[src/rtl/fpod_pkg.sv]
package fpod_pkg;

  typedef enum logic [2:0] {
    OP_DIS = 3'd0,
    OP_EQ  = 3'd1,
    OP_NEQ = 3'd2,
    OP_GT  = 3'd3,
    OP_GE  = 3'd4,
    OP_LT  = 3'd5,
    OP_LE  = 3'd6,
    OP_RSV = 3'd7
  } opcode_e;

  localparam logic [63:0] SignBit  = 64'h8000000000000000;
  localparam logic [63:0] MagMask  = 64'h7FFFFFFFFFFFFFFF;
  localparam logic [62:0] ExpInf   = 63'h7FF0000000000000;
  localparam logic [63:0] BitsZero = 64'h0000000000000000;
  localparam logic [63:0] BitsOne  = 64'h3FF0000000000000;
  localparam logic [63:0] Bits1024 = 64'h4090000000000000;
  localparam logic [63:0] BitsDmin = 64'h0010000000000000;
  localparam int unsigned ScaleLog2 = 54;

  // Decisions made in the first stage that ride along with the integer
  typedef struct packed {
    logic        force_en;  // result is a fixed code, not the converted integer
    logic [63:0] force_val;
  } ctl_t;

  // Position of the leading one in a 64-bit word (0 when zero)
  function automatic logic [5:0] lead_one(input logic [63:0] x);
    logic [5:0] p;
    p = 6'd0;
    for (int i = 0; i < 64; i++) begin
      if (x[i]) p = 6'(i);
    end
    return p;
  endfunction

endpackage

[src/rtl/fpod_if.sv]
interface fpod_in_if;
  logic        valid;
  logic        ready;
  logic [2:0]  opcode;
  logic [63:0] a_bits;
  logic [63:0] b_bits;
  modport source (output valid, opcode, a_bits, b_bits, input ready);
  modport sink (input valid, opcode, a_bits, b_bits, output ready);
endinterface

interface fpod_out_if;
  logic        valid;
  logic        ready;
  logic [63:0] distance_bits;
  modport source (output valid, distance_bits, input ready);
  modport sink (input valid, distance_bits, output ready);
endinterface

[src/rtl/fpod_classify.sv]
module fpod_classify (
  input  logic [2:0]     opcode_i,
  input  logic [63:0]    a_bits_i,
  input  logic [63:0]    b_bits_i,
  output fpod_pkg::ctl_t ctl_o,
  output logic [63:0]    int_o
);

  logic        nan_a, nan_b, nan, eq, gt_ab, gt_ba, diff_sign;
  logic [62:0] ma, mb;
  logic [63:0] ka, kb, base_const;
  logic        base_is_const;

  // Classify operands and build the ordering keys
  always_comb begin
    ma = a_bits_i[62:0];
    mb = b_bits_i[62:0];
    nan_a = ma > fpod_pkg::ExpInf;
    nan_b = mb > fpod_pkg::ExpInf;
    nan = nan_a | nan_b;
    eq = !nan && ((a_bits_i == b_bits_i) || ((ma | mb) == 63'd0));
    ka = a_bits_i[63] ? ~a_bits_i : (a_bits_i | fpod_pkg::SignBit);
    kb = b_bits_i[63] ? ~b_bits_i : (b_bits_i | fpod_pkg::SignBit);
    gt_ab = ka > kb;
    gt_ba = kb > ka;
    diff_sign = a_bits_i[63] ^ b_bits_i[63];
    if (diff_sign) int_o = {1'b0, ma} + {1'b0, mb};
    else if (ma > mb) int_o = {1'b0, ma - mb};
    else int_o = {1'b0, mb - ma};
    base_is_const = eq | nan;
    base_const = eq ? fpod_pkg::BitsZero : fpod_pkg::Bits1024;
  end

  // Apply the opcode
  always_comb begin
    ctl_o.force_en = base_is_const;
    ctl_o.force_val = base_const;
    case (fpod_pkg::opcode_e'(opcode_i))
      fpod_pkg::OP_NEQ: begin
        ctl_o.force_en = 1'b1;
        ctl_o.force_val = eq ? fpod_pkg::BitsOne : fpod_pkg::BitsZero;
      end
      fpod_pkg::OP_GT, fpod_pkg::OP_LT: begin
        if (eq) begin
          ctl_o.force_en = 1'b1;
          ctl_o.force_val = fpod_pkg::BitsDmin;
        end else if (!nan && (opcode_i == fpod_pkg::OP_GT ? gt_ab : gt_ba)) begin
          ctl_o.force_en = 1'b1;
          ctl_o.force_val = fpod_pkg::BitsZero;
        end
      end
      fpod_pkg::OP_GE, fpod_pkg::OP_LE: begin
        if (eq || (!nan && (opcode_i == fpod_pkg::OP_GE ? gt_ab : gt_ba))) begin
          ctl_o.force_en = 1'b1;
          ctl_o.force_val = fpod_pkg::BitsZero;
        end
      end
      default: ;
    endcase
  end

endmodule

[src/rtl/fpod_round.sv]
module fpod_round (
  input  logic [63:0] int_i,
  input  logic [5:0]  lead_i,
  output logic [63:0] bits_o
);

  logic [63:0] norm, keep;
  logic        guard, sticky, inc;
  logic [63:0] expo;

  // Normalize so the leading one sits at bit 63, then round at bit 11
  always_comb begin
    norm = int_i << (6'd63 - lead_i);
    guard = norm[10];
    sticky = |norm[9:0];
    inc = guard && (sticky || norm[11]);
    keep = {11'd0, norm[63:11]} + {63'd0, inc};
    expo = {52'd0, 12'(lead_i) + 12'(1022 - fpod_pkg::ScaleLog2)} << 52;
    bits_o = (int_i == 64'd0) ? fpod_pkg::BitsZero : expo + keep;
  end

endmodule

[src/rtl/fp64_ordered_distance.sv]
// Pipeline stages: classify, leading-one, round; each ends in a register.
// Throughput: one beat per cycle; a stalled output holds all stages in place.
// Reset: rst_ni asynchronous active low clears the stage valid bits only.
// The datapath keeps no state between beats.
module fp64_ordered_distance (
  input  logic       clk_i,
  input  logic       rst_ni,
  fpod_in_if.sink    in_i,
  fpod_out_if.source out_o
);

  logic           adv;
  fpod_pkg::ctl_t ctl_c, ctl1_q, ctl2_q;
  logic [63:0]    int_c, int1_q, int2_q, res_c, res_q;
  logic [5:0]     lead_c, lead2_q;
  logic           v1_q, v2_q, v3_q;

  // Whole pipe advances unless the output stage is full and stalled
  assign adv = !v3_q || out_o.ready;
  assign in_i.ready = adv;

  fpod_classify u_cls (
    .opcode_i(in_i.opcode), .a_bits_i(in_i.a_bits), .b_bits_i(in_i.b_bits),
    .ctl_o(ctl_c), .int_o(int_c)
  );

  assign lead_c = fpod_pkg::lead_one(int1_q);

  fpod_round u_rnd (.int_i(int2_q), .lead_i(lead2_q), .bits_o(res_c));

  // Stage valid bits
  always_ff @(posedge clk_i or negedge rst_ni) begin
    if (!rst_ni) begin
      v1_q <= 1'b0;
      v2_q <= 1'b0;
      v3_q <= 1'b0;
    end else if (adv) begin
      v1_q <= in_i.valid;
      v2_q <= v1_q;
      v3_q <= v2_q;
    end
  end

  // Stage payload
  always_ff @(posedge clk_i) begin
    if (adv) begin
      ctl1_q <= ctl_c;
      int1_q <= int_c;
      ctl2_q <= ctl1_q;
      int2_q <= int1_q;
      lead2_q <= lead_c;
      res_q <= ctl2_q.force_en ? ctl2_q.force_val : res_c;
    end
  end

  assign out_o.valid = v3_q;
  assign out_o.distance_bits = res_q;

`ifndef SYNTHESIS
  a_hold: assert property (@(posedge clk_i) disable iff (!rst_ni)
    out_o.valid && !out_o.ready |=> out_o.valid && $stable(out_o.distance_bits))
    else $error("output beat changed under stall");
  a_sign: assert property (@(posedge clk_i) disable iff (!rst_ni)
    out_o.valid |-> !out_o.distance_bits[63])
    else $error("negative distance");
  a_flow: assert property (@(posedge clk_i) disable iff (!rst_ni)
    in_i.valid && in_i.ready |=> v1_q)
    else $error("accepted beat lost in stage one");
`endif

endmodule

[src/flat_wrapper.sv]
// flat-port wrapper written by rule: the top's interface ports become plain ports
module fp64_ordered_distance_flat 
  (clk_i, rst_ni, in_i_valid, in_i_opcode, in_i_a_bits, in_i_b_bits, in_i_ready, out_o_valid, out_o_distance_bits, out_o_ready);
  fpod_in_if in_i_i ();
  fpod_out_if out_o_i ();
  input  logic clk_i;
  input  logic rst_ni;
  input wire logic [$bits(in_i_i.valid)-1:0] in_i_valid;
  input wire logic [$bits(in_i_i.opcode)-1:0] in_i_opcode;
  input wire logic [$bits(in_i_i.a_bits)-1:0] in_i_a_bits;
  input wire logic [$bits(in_i_i.b_bits)-1:0] in_i_b_bits;
  output wire logic [$bits(in_i_i.ready)-1:0] in_i_ready;
  output wire logic [$bits(out_o_i.valid)-1:0] out_o_valid;
  output wire logic [$bits(out_o_i.distance_bits)-1:0] out_o_distance_bits;
  input wire logic [$bits(out_o_i.ready)-1:0] out_o_ready;
  assign in_i_i.valid = in_i_valid;
  assign in_i_i.opcode = in_i_opcode;
  assign in_i_i.a_bits = in_i_a_bits;
  assign in_i_i.b_bits = in_i_b_bits;
  assign in_i_ready = in_i_i.ready;
  assign out_o_valid = out_o_i.valid;
  assign out_o_distance_bits = out_o_i.distance_bits;
  assign out_o_i.ready = out_o_ready;
  fp64_ordered_distance u_core (.clk_i(clk_i), .rst_ni(rst_ni), .in_i(in_i_i), .out_o(out_o_i));
endmodule
[config.mk]
export PLATFORM = sky130hd
export DESIGN_NAME = fp64_ordered_distance_flat
export DESIGN_NICKNAME = d
export VERILOG_FILES = /design/src/rtl/fpod_pkg.sv /design/src/rtl/fpod_if.sv /design/src/rtl/fpod_classify.sv /design/src/rtl/fpod_round.sv /design/src/rtl/fp64_ordered_distance.sv /design/src/flat_wrapper.sv
export SDC_FILE = /design/constraint.sdc
export NUM_CORES = 1
export LEC_CHECK = 0
export ABC_CLOCK_PERIOD_IN_PS = 6550
export BUFFER_PORTS_ARGS = -buffer_cell sky130_fd_sc_hd__buf_2
export CORE_ASPECT_RATIO = 0.8
export CORE_MARGIN = 2
export CORE_UTILIZATION = 25
export DETAILED_ROUTE_END_ITERATION = 12
export SYNTH_ARGS = -nofsm -noshare
export SYNTH_HDL_FRONTEND = slang
export SYNTH_SLANG_ARGS = --single-unit
[constraint.sdc]
create_clock -name clk_i -period 6.55 [get_ports clk_i]
set_input_delay 0.9825 -clock clk_i [delete_from_list [all_inputs] [get_ports clk_i]]
set_output_delay 0.9825 -clock clk_i [all_outputs]
set_load 0.1 [all_outputs]
==> run_results.csv <==
group,metric,value,unit
drt,vias_per_cell,5.55,
floorplan,core_area,113000,um^2
worst_setup_path,crit_arrival,6.35,ns
worst_setup_path,reg2reg_depth,13,
place,pre_cts_slack,0.199,ns
synth,async_flop_share,1.42,%
sta,maxSlewHeadroom,17.9,%
sta,skew,0.0104,ns
synth,yosysWarnings,0,
run_status,status,"finished clean",
drt,final_antenna_net_count,0,
worst_setup_path,end_kind,"flip-flop",
final_layout,finalNetCount,4009,
worst_setup_path,startpoint_type,"input port",
clock_network,cts_setup_buffers,0,
worst_setup_path,r2r-end,"u_core.out_o.distance_bits[59]",
global_route,grt-ovfl-total,0,
floorplan,die-width,381,um
sta,whs,0.198,ns
floorplan,start_util,25.2,%
worst_setup_path,cp_max_fo,13,
final_layout,area_growth,13.5,%
run,max-cap-violations,0,
synth,synth_seq_cells,211,
min_path,holdCritPathClass,"input port to asynchronous set/reset pin",
clock_network,cts.path.max_buffers,3,
sta,min_period_over_period,92.1,%
sta,tightest_slew,1.22,ns
place,finalWeightedCongestion,1.05,
synth,synthDistinctLibCells,99,
worst_setup_path,crit_required,6.87,ns
clock_network,postCtsHoldBufs,0,
sta,grt_setup_unrepaired,"false",
worst_setup_path,cp-endpoint,"u_core.int1_q[46]",
global_route,grt_usage,21.2,%
synth,synth_edf_count,208,
place,post-dp-hpwl,106,mm
sta,setup_viol,0,
clock_network,root_buffer,"clkbuf_16",
global_route,antenna_found_initial,5,
floorplan,die_height,305,um
drt,dr.pass1.iters,5,
floorplan,num_io_pins,201,
worst_setup_path,critical_path_class,"input port to flip-flop",
synth,ys_seq_area_share,22.3,%
worst_setup_path,reg2reg_slack,1.35,ns
clock_network,cts.htree.levels,1,
place,io_buffers,200,
drt,vias,28227,
sta,finalCriticalPeriod,6.03,ns
synth,syn_nets,3836,
global_route,grt_pass1_vias,26826,
sta,setup_tns,0,ns
drt,drcViolationCount,0,
final_layout,n_fill_cell,12283,
synth,ys_top_cells_by_area,"edfxtp_1, ha_1, a21oi_1",
floorplan,rows,110,
final_layout,multi_input_area,20400,um^2
clock_network,clkTransAtPathRegs,0.06,ns
sta,setup_slack,0.520,ns
global_route,grt_pass1_wl,186,mm
synth,post-synth-top-area-cell,"edfxtp_1",
final_layout,num_antenna_cells,0,
clock_network,clock_latency,0.57,ns
synth,netlist.area_leader.share,22.0,%
synth,synthCells,3378,
clock_network,cts_tree,"done",
drt,drt-total-wl,128,mm
clock_network,cts_buffers,26,
drt,drtIter0Drc,3106,
floorplan,die_area,116000,um^2
synth,yosys_most_used_dff,"edfxtp_1",
pwr,powerDensity,315,nW/um^2
synth,syn_area,28400,um^2
pwr,leakagePower,0.0132,uW
global_route,grt_max_degree,148,
final_layout,layout-drive-gt1-share,13.9,%
worst_setup_path,crit_start,"in_i_b_bits[16]",
final_layout,ff_latch_area,6320,um^2
sta,fmax,166,MHz
synth,avgSynthCellArea,8.40,um^2
sta,final-hold-violation-count,0,
pwr,ir_drop,0.238,mV
sta,maxSlewViolCount,0,
drt,wl_per_cell,25.2,um
clock_network,cts_resized,0,
clock_network,clock_sinks,211,
worst_setup_path,timing.rr.start,"u_core.lead2_q[2]",
==> worst min-delay path by stage <==
stage | from | end | slack [ns] | cells past startpoint
after floorplan | u_core.ctl1_q[52] | u_core.ctl2_q[52] | 0.40 | 0
after global placement | u_core.int1_q[0] | u_core.int2_q[0] | 0.40 | 0
after detailed placement | u_core.ctl1_q[52] | u_core.ctl2_q[52] | 0.40 | 0
after CTS | rst_ni | u_core.out_o.valid | 0.16 | 1
after global routing | rst_ni | u_core.out_o.valid | 0.17 | 1
final | rst_ni | u_core.out_o.valid | 0.20 | 1
==> synth_stat cells, types with 33 or more instances <==
cell      count
mux2_2       37
clkbuf_1     98
o31ai_1      57
nand4_1      75
a21oi_1     333
xnor2_1     148
mux2i_1      68
edfxtp_1    208
mux4_2       65
nor4_1      114
nand2_1     240
o21bai_1     66
nand3_1      79
a21o_1       48
ha_1        320
a211oi_1     37
inv_1       224
nand2b_1     33
o21ai_0     167
nor2_1      356
nor3_1       72
xor2_1       87
==> kinds of logic (layout without fill, tap and decap cells) <==
group / Yosys count / after routing / synth area share (%)
muxes: 193 / 193 / 11.1
AOI/OAI and AO/OA: 918 / 918 / 20.4
xor gates and xnor gates: 235 / 235 / 7.25
buffers and inverters: 396 / 588 / 5.90
adders and majority gates: 323 / 323 / 14.3
and+or+nand+nor: 1101 / 1101 / 18.7
other: 1 / 1 / 0.0132
DFF: 211 / 211 / 22.3
==> state kept, by name (all words and copies together), names as in the netlist, 5 cells and up <==
name,cells
u_core.out_o.distance_bits,64
u_core.ctl2_q,5
u_core.lead2_q,6
u_core.int1_q,64
u_core.int2_q,64
u_core.ctl1_q,5
==> worst max-delay path, cell delays in order <==
cell,delay (ns)
buf_2,0.17
inv_1,0.08
ha_1,0.48
nor4_1,0.99
nand2_1,0.45
and4_1,0.33
a2bb2oi_1,0.18
nand2_1,0.16
a211o_1,0.32
a211oi_1,0.24
buf_4,0.26
nor2_4,0.10
mux2i_1,0.30
a21oi_1,0.26
o21ai_0,0.40
o21ai_0,0.21
xnor2_1,0.42
==> cell type report <==
cell class	instances	area share (%)
timing repair buffer	309	5.77
multi-input combinational	2771	63.4
clock buffer	28	2.04
clock inverter	19	0.606
inverter	232	2.70
sequential	211	19.6
tap	1512	5.87
==> layout by cell type, fill, tap and decap left out, drive strengths merged, types with 7 or more instances in the layout <==
cell type  Yosys  layout
nand2        242     242
and3          18      18
mux2i         70      70
o211ai        21      21
clkbuf        98      28
nor2b         28      28
a21boi         9       9
clkinv         7      16
nand2b        33      33
nand3         79      79
a21o          48      48
o21a          19      19
xnor2        148     148
nor2         358     358
xor2          87      87
o21ai        177     177
or2           16      16
a211oi        37      37
edfxtp       208     208
mux4          85      85
o31ai         57      57
ha           320     320
o31a          10      10
or3           18      18
a21oi        333     333
buf           66     309
nor3          73      73
inv          225     231
mux2          38      38
or4            7       7
nand4         75      75
and2          16      16
nor4         114     114
a221oi        11      11
a31oi         29      29
o21bai        66      66
==> through the flow <==
step	cell area [um^2]	std cells	util, %	power, uW
4_1_cts	32200	5082	28.6	10100
2_1_floorplan	28400	3378	-	6860
6_report	32200	5082	28.6	10100
3_3_place_gp	31300	5034	27.8	8570
3_5_place_dp	31400	5035	27.8	8590
5_1_grt	32200	5082	28.6	10600
==> power by group <==
group	internal (uW)	total [uW]	switching [uW]	leakage [uW]
Sequential	2090	2550	451	0.00214
Clock	823	1470	646	0.000415
Combinational	1960	6130	4170	0.0106
==> layer usage <==
layer	track usage [%]	wire, um	part of all wire [%]
met1	29.9	57500	45
met2	32.4	55000	43
met3	4.06	10900	8.5
met4	6.62	4570	3.6
met5	0	64	0.050
(Power assumes the default switching activity.)
